===== src/sv/dtoi_pkg.sv =====
// dtoi_pkg: shared types and constants for the decimal text to int32 parser
// no dependencies; used by dtoi_parser, dtoi_out_reg and decimal_text_to_int32
package dtoi_pkg;

  localparam int unsigned ValueW = 32;
  localparam int unsigned AccW   = 36;  // magnitude * 10 + 9 fits below 2^36

  // character codes
  localparam logic [7:0] ChNul   = 8'd0;
  localparam logic [7:0] ChTab   = 8'd9;
  localparam logic [7:0] ChCr    = 8'd13;
  localparam logic [7:0] ChSpace = 8'd32;
  localparam logic [7:0] ChPlus  = 8'd43;
  localparam logic [7:0] ChMinus = 8'd45;
  localparam logic [7:0] ChZero  = 8'd48;
  localparam logic [7:0] ChNine  = 8'd57;

  // largest positive magnitude, one more is allowed when negative
  localparam logic [AccW-1:0] PosLimit = AccW'(64'd2147483647);

  // one finished result word
  typedef struct packed {
    logic signed [ValueW-1:0] value;
    logic                     parse_error;
  } result_t;

endpackage


===== src/sv/dtoi_parser.sv =====
// dtoi_parser: per-character parse state and the multiply-by-ten accumulator
// depends on dtoi_pkg
module dtoi_parser (
  input  logic               clk_i,
  input  logic               rst_ni,
  input  logic               accept_i,
  input  logic [7:0]         char_i,
  output logic               res_valid_o,
  output dtoi_pkg::result_t  res_o
);

  typedef enum logic [1:0] {
    PhLead   = 2'd0,
    PhSign   = 2'd1,
    PhDigits = 2'd2,
    PhSkip   = 2'd3
  } phase_e;

  phase_e                          phase_q, phase_d;
  logic [dtoi_pkg::ValueW-1:0]     mag_q, mag_d;
  logic                            neg_q, neg_d;
  logic                            err_q, err_d;
  logic                            ovf_q, ovf_d;

  logic                            is_nul, is_digit, is_space, is_sign;
  logic [dtoi_pkg::AccW-1:0]       acc_next, limit;
  logic                            acc_over;

  // character classes
  assign is_nul   = (char_i == dtoi_pkg::ChNul);
  assign is_digit = (char_i >= dtoi_pkg::ChZero) && (char_i <= dtoi_pkg::ChNine);
  assign is_space = ((char_i >= dtoi_pkg::ChTab) && (char_i <= dtoi_pkg::ChCr)) ||
                    (char_i == dtoi_pkg::ChSpace);
  assign is_sign  = (char_i == dtoi_pkg::ChPlus) || (char_i == dtoi_pkg::ChMinus);

  // magnitude * 10 + digit as two shifts and adds
  assign acc_next = ({4'b0, mag_q} << 3) + ({4'b0, mag_q} << 1) +
                    dtoi_pkg::AccW'(char_i - dtoi_pkg::ChZero);
  assign limit    = dtoi_pkg::PosLimit + dtoi_pkg::AccW'(neg_q);
  assign acc_over = (acc_next > limit);

  // result at the terminating nul
  assign res_valid_o = accept_i && is_nul;
  always_comb begin
    res_o.parse_error = err_q || ovf_q || (phase_q == PhLead) || (phase_q == PhSign);
    if (ovf_q) begin
      res_o.value = '0;
    end else if (neg_q) begin
      res_o.value = $signed(-mag_q);
    end else begin
      res_o.value = $signed(mag_q);
    end
  end

  // next parse state
  always_comb begin
    phase_d = phase_q;
    mag_d   = mag_q;
    neg_d   = neg_q;
    err_d   = err_q;
    ovf_d   = ovf_q;
    if (is_nul) begin
      phase_d = PhLead;
      mag_d   = '0;
      neg_d   = 1'b0;
      err_d   = 1'b0;
      ovf_d   = 1'b0;
    end else begin
      case (phase_q)
        PhLead, PhSign, PhDigits: begin
          if (is_digit) begin
            if (acc_over) begin
              ovf_d   = 1'b1;
              phase_d = PhSkip;
            end else begin
              mag_d   = acc_next[dtoi_pkg::ValueW-1:0];
              phase_d = PhDigits;
            end
          end else if ((phase_q == PhLead) && is_space) begin
            phase_d = PhLead;
          end else if ((phase_q == PhLead) && is_sign) begin
            neg_d   = (char_i == dtoi_pkg::ChMinus);
            phase_d = PhSign;
          end else begin
            err_d   = 1'b1;
            phase_d = PhSkip;
          end
        end
        default: begin
        end
      endcase
    end
  end

  // state registers
  always_ff @(posedge clk_i or negedge rst_ni) begin
    if (!rst_ni) begin
      phase_q <= PhLead;
      mag_q   <= '0;
      neg_q   <= 1'b0;
      err_q   <= 1'b0;
      ovf_q   <= 1'b0;
    end else if (accept_i) begin
      phase_q <= phase_d;
      mag_q   <= mag_d;
      neg_q   <= neg_d;
      err_q   <= err_d;
      ovf_q   <= ovf_d;
    end
  end

endmodule


===== src/sv/dtoi_out_reg.sv =====
// dtoi_out_reg: result register holding one word for the output channel
// depends on dtoi_pkg
module dtoi_out_reg (
  input  logic               clk_i,
  input  logic               rst_ni,
  input  logic               load_i,
  input  dtoi_pkg::result_t  res_i,
  input  logic               out_ready_i,
  output logic               out_valid_o,
  output logic               space_o,
  output dtoi_pkg::result_t  res_o
);

  logic              valid_q, valid_d;
  dtoi_pkg::result_t data_q;

  // room when empty or draining this cycle
  assign space_o = !valid_q || out_ready_i;
  assign valid_d = load_i || (valid_q && !out_ready_i);

  // valid flag
  always_ff @(posedge clk_i or negedge rst_ni) begin
    if (!rst_ni) begin
      valid_q <= 1'b0;
    end else begin
      valid_q <= valid_d;
    end
  end

  // payload, no reset
  always_ff @(posedge clk_i) begin
    if (load_i) begin
      data_q <= res_i;
    end
  end

  assign out_valid_o = valid_q;
  assign res_o       = data_q;

endmodule


===== src/sv/decimal_text_to_int32.sv =====
// decimal_text_to_int32: strict decimal text to signed 32-bit integer parser
// depends on dtoi_pkg, dtoi_parser and dtoi_out_reg
//
// Usage: send one ASCII character per input word on char_byte_i with
// valid/ready. Leading whitespace is skipped, one optional sign may follow,
// then digits. A nul character ends the string and produces exactly one
// output word (value_o, parse_error_o); other characters produce none.
// One character per cycle is taken while in_ready_o is high: the parse state
// and the multiply-by-ten accumulator update in the cycle a character is
// taken. The result appears in the cycle after the nul is accepted, from a
// single result register. While that register holds a word the receiver has
// not taken, in_ready_o stays low; it rises again in the cycle the word is
// taken, so a ready receiver sees no bubble. Reset clears the parse state
// and empties the result register; no result is pending after reset.
module decimal_text_to_int32 (
  input  logic               clk_i,
  input  logic               rst_ni,
  input  logic               in_valid_i,
  output logic               in_ready_o,
  input  logic [7:0]         char_byte_i,
  output logic               out_valid_o,
  input  logic               out_ready_i,
  output logic signed [31:0] value_o,
  output logic               parse_error_o
);

  logic              in_accept;
  logic              res_valid;
  dtoi_pkg::result_t res_word;
  dtoi_pkg::result_t out_word;
  logic              space;

  assign in_ready_o = space;
  assign in_accept  = in_valid_i && in_ready_o;

  // character parser
  dtoi_parser u_parser (
    .clk_i       (clk_i),
    .rst_ni      (rst_ni),
    .accept_i    (in_accept),
    .char_i      (char_byte_i),
    .res_valid_o (res_valid),
    .res_o       (res_word)
  );

  // output word register
  dtoi_out_reg u_out_reg (
    .clk_i       (clk_i),
    .rst_ni      (rst_ni),
    .load_i      (res_valid),
    .res_i       (res_word),
    .out_ready_i (out_ready_i),
    .out_valid_o (out_valid_o),
    .space_o     (space),
    .res_o       (out_word)
  );

  assign value_o       = out_word.value;
  assign parse_error_o = out_word.parse_error;

  // a terminating nul always yields a pending result next cycle
  a_nul_gives_result: assert property (@(posedge clk_i) disable iff (!rst_ni)
    in_accept && (char_byte_i == dtoi_pkg::ChNul) |=> out_valid_o)
    else $error("nul accepted but no result pending");

  // ordinary characters never create a result
  a_no_spurious: assert property (@(posedge clk_i) disable iff (!rst_ni)
    in_accept && (char_byte_i != dtoi_pkg::ChNul) && !out_valid_o |=> !out_valid_o)
    else $error("result appeared without a nul");

  // a stalled result blocks input so it cannot be overwritten
  a_stall_blocks: assert property (@(posedge clk_i) disable iff (!rst_ni)
    out_valid_o && !out_ready_i |-> !in_ready_o)
    else $error("input accepted while result stalled");

  // a stalled result word holds steady until taken
  a_stall_holds: assert property (@(posedge clk_i) disable iff (!rst_ni)
    out_valid_o && !out_ready_i |=>
      out_valid_o && $stable(value_o) && $stable(parse_error_o))
    else $error("stalled result word changed");

endmodule

===== config.mk =====
export PLATFORM = sky130hd
export DESIGN_NAME = decimal_text_to_int32
export DESIGN_NICKNAME = d
export VERILOG_FILES = /design/src/sv/dtoi_pkg.sv /design/src/sv/dtoi_parser.sv /design/src/sv/dtoi_out_reg.sv /design/src/sv/decimal_text_to_int32.sv
export SDC_FILE = /design/constraint.sdc
export NUM_CORES = 1
export LEC_CHECK = 0
export BUFFER_PORTS_ARGS = -buffer_cell sky130_fd_sc_hd__buf_2
export CAP_MARGIN = 20
export CORE_UTILIZATION = 60
export CTS_BUF_LIST = sky130_fd_sc_hd__clkbuf_8
export CTS_CLUSTER_DIAMETER = 50
export CTS_CLUSTER_SIZE = 14
export DETAILED_ROUTE_END_ITERATION = 12
export HOLD_SLACK_MARGIN = 0.05
export PLACE_DENSITY = 0.8
export SLEW_MARGIN = 5
export SYNTH_ARGS = -nofsm -noshare
export SYNTH_HDL_FRONTEND = slang
export SYNTH_SLANG_ARGS = --single-unit

===== constraint.sdc =====
create_clock -name clk_i -period 7.9 [get_ports clk_i]
set_clock_uncertainty 0.15 [all_clocks]
set_input_delay 2.37 -clock clk_i [delete_from_list [all_inputs] [get_ports clk_i]]
set_output_delay 2.37 -clock clk_i [all_outputs]
set_load 0.005 [all_outputs]

==> results.toml <==
[cells_and_area]
layout_common_cells = "69 x nor2_1, 68 x ha_1, 59 x nand2_1"
nFillCells = 863
final_common_cell = "nor2_1"
insertedDiodeCount = 0
nets = 898
final_core_util_pct = 68.5
fin_area_um2 = 7460
final_layout_size_suffix_gt1_share_pct = 12.7
area_growth_pct = 10.4

[critical_path]
rrSetupSlack_ps = 2090
startpoint_type = "primary input"
cp_cell_sequence = "buf_2 > ha_4 > nor3_4 > buf_12 > fa_1 > ha_2 > a21oi_2 > o21ai_1 > a311o_1 > or3_1 > a21oi_2 > o21ai_0 > xor2_1 > ha_1 > a21oi_1 > o21ai_1 > a211oi_2 > a221oi_1 > nand2_1 > o21ai_0 > or3_1 > nor4_2 > buf_4 > a22o_1"
cp_slowest_cell = "fa_1"
arrival_ps = 7820
slowest_delay_ps = 440
crit_buf_inv = 3
critical_path.max_fanout = 19
crit_family = "compound AO/OA/AOI/OAI gates"
crit_type = "in -> reg"
cp-end-kind = "flop"
cp.required_ps = 8040

[drt]
firstDrtPassIters = 5
ant_nets = 0
drc_errors = 0
routed_via_density = 6.42
vias = 5953
routed_wl_mm = 17.4
drt_iter0_drc = 442
wl_per_cell_um = 18.8

[clock_network]
clockRootBuffer = "clkbuf_8"
clock_sinks = 71
ctsHoldBuffers = 0
h-tree-depth = 3
clkSlewWorstSetupHoldPaths_ps = 70
tritoncts = "yes"
max-clock-path-buffers = 2
clk_latency_ps = 350
numCtsBuffers = 9

[yosys]
yosys_warnings = 0
avgSynthCellArea_um2 = 9.23
synthFlopType = "dfrtp_1"
ys_seq_area_share_pct = 28.7
synth_edf_count = 33
syn_area_um2 = 6760
syn_nets = 848
synth_cells = 732
ys_types = 61
ys_ff_latch = 71
ys_async_sr_fraction_pct = 53.5

[floorplanning]
initial_utilization_pct = 62.1
die_area_um2 = 11700
rows = 38
die_x_um = 108
io_pins = 47
die_h_um = 108
core_area_um2 = 10900

[timing]
slew_headroom_pct = 26.3
period_needed_ps = 7680
fmax_mhz = 130
final_max_slew_viol_count = 0
hold_viol_final = 0
fin_crit_sh_pct = 97.3
finalSetupViolCount = 0
worstMarginPinSlew_ps = 1110

[placement]
gp_congestion = 1.00
io_buffers = 46
placed_area_um2 = 7250
hpwl_mm = 13.9

[global_route]
overflow = 0
grt_pass1_vias = 5736
antenna_found_initial = 0
grt_max_degree = 61
track_usage_pct = 31.8
grt_pass1_wl_mm = 28.5

[run]
drv_cap = 0

[power]
p_per_area_nw_per_um2 = 212
ir_drop_uv = 134
finalPower_mw = 1.58
p_leak_nw = 3.46

[min_path]
hold_class = "reg -> reg"

[outcome]
run_status = "finished, final reports clean"
[repair_timing]
item                       CTS  global route
setup endpoints to repair    0            30
setup buffers                0             1
gates resized for setup      0             5
[worst register-to-register path: cells and delay by family (launching register included)]
kind / cells / cell delay [ps]
xor+xnor: 1 / 290
buf+inv: 3 / 540
compound gates: 7 / 1430
simple gates: 8 / 1500
fa+ha+maj: 3 / 1290
flops: 1 / 580
[final timing paths]
check | startpoint | end | cells past startpoint
setup reg to reg | u_parser.mag_q[6] | u_parser.mag_q[8] | 22
hold reg to reg | u_parser.err_q | u_parser.err_q | 2
max in group asynchronous | rst_ni | u_parser.neg_q | 1
setup / recovery | char_byte_i[5] | u_parser.mag_q[8] | 24
min in group asynchronous | rst_ni | u_parser.mag_q[10] | 1
hold / removal | u_parser.err_q | u_parser.err_q | 2
[routing by layer]
layer  vias to the layer above  global-route usage [%]  share of wire [%]
met3                        35                    5.24                7.3
li1                       2781                       -                  -
met4                         0                    11.1                2.3
met1                      2896                    43.7                 44
met5                         -                       0                  0
met2                       241                    50.7                 46
[synth_stat cells, types with 5 or more instances]
master / count / share of area [%]
ha_1: 73 / 14
nor2_1: 69 / 3.8
nand2_1: 59 / 3.3
a21oi_1: 53 / 3.9
dfrtp_1: 38 / 14
o21ai_0: 37 / 2.7
inv_1: 36 / 2.0
xor2_1: 34 / 4.4
edfxtp_1: 33 / 15
fa_1: 31 / 9.2
a22o_1: 29 / 3.8
xnor2_1: 27 / 3.5
clkbuf_1: 19 / 1.1
nand4_1: 16 / 1.5
or3_1: 16 / 1.5
nand3_1: 13 / 0.96
nor3_1: 13 / 0.96
o211ai_1: 12 / 1.3
o21a_1: 9 / 1.0
and3_1: 8 / 0.74
a21o_1: 7 / 0.78
nor4_1: 7 / 0.65
a31oi_1: 6 / 0.56
nand2b_1: 6 / 0.56
o21ai_1: 6 / 0.44
o31ai_1: 6 / 0.67
a21oi_2: 5 / 0.65
nor2b_1: 5 / 0.46
[sequential cells by signal (all words and copies together) (netlist names)]
signal                 cells
u_parser.neg_q             1
u_out_reg.res_o           33
u_parser.ovf_q             1
u_parser.err_q             1
u_out_reg.out_valid_o      1
u_parser.phase_q           2
u_parser.mag_q            32
[power by group]
group	switching, mW	internal, mW	total, mW
Clock	0.129	0.108	0.237
Sequential	0.0876	0.418	0.505
Combinational	0.506	0.332	0.838
[area by class of cell]
type	count	area, µm²	area share, %
multi-input combinational	600	4660	62.4
clock inverter	7	31.3	0.419
timing repair buffer	64	398	5.33
inverter	36	135	1.81
sequential	71	1940	26.0
clock buffer	9	124	1.66
tap	140	175	2.35
[logic make-up (layout without fill, tap and decap cells)]
kind of cell    after synthesis  count (layout)  synth area share (%)
flops                        71              71                  28.7
xor+xnor                     61              61                  7.90
simple gates                224             225                  15.7
fa+ha+maj                   104             104                  22.7
mux                           1               1                 0.148
compound gates              209             209                  21.0
buf+inv                      62             116                  3.85
[stage by stage]
stage	hold WS, ps	worst slack, ps	std cells	setup TNS [ps]
2_1_floorplan	314	-192	732	-5660
3_3_place_gp	339	-137	908	-3970
3_5_place_dp	345	-165	908	-4440
4_1_cts	361	184	924	0
5_1_grt	392	-37.5	927	-523
6_report	356	217	927	0
Power figures use the tool's default switching activity.
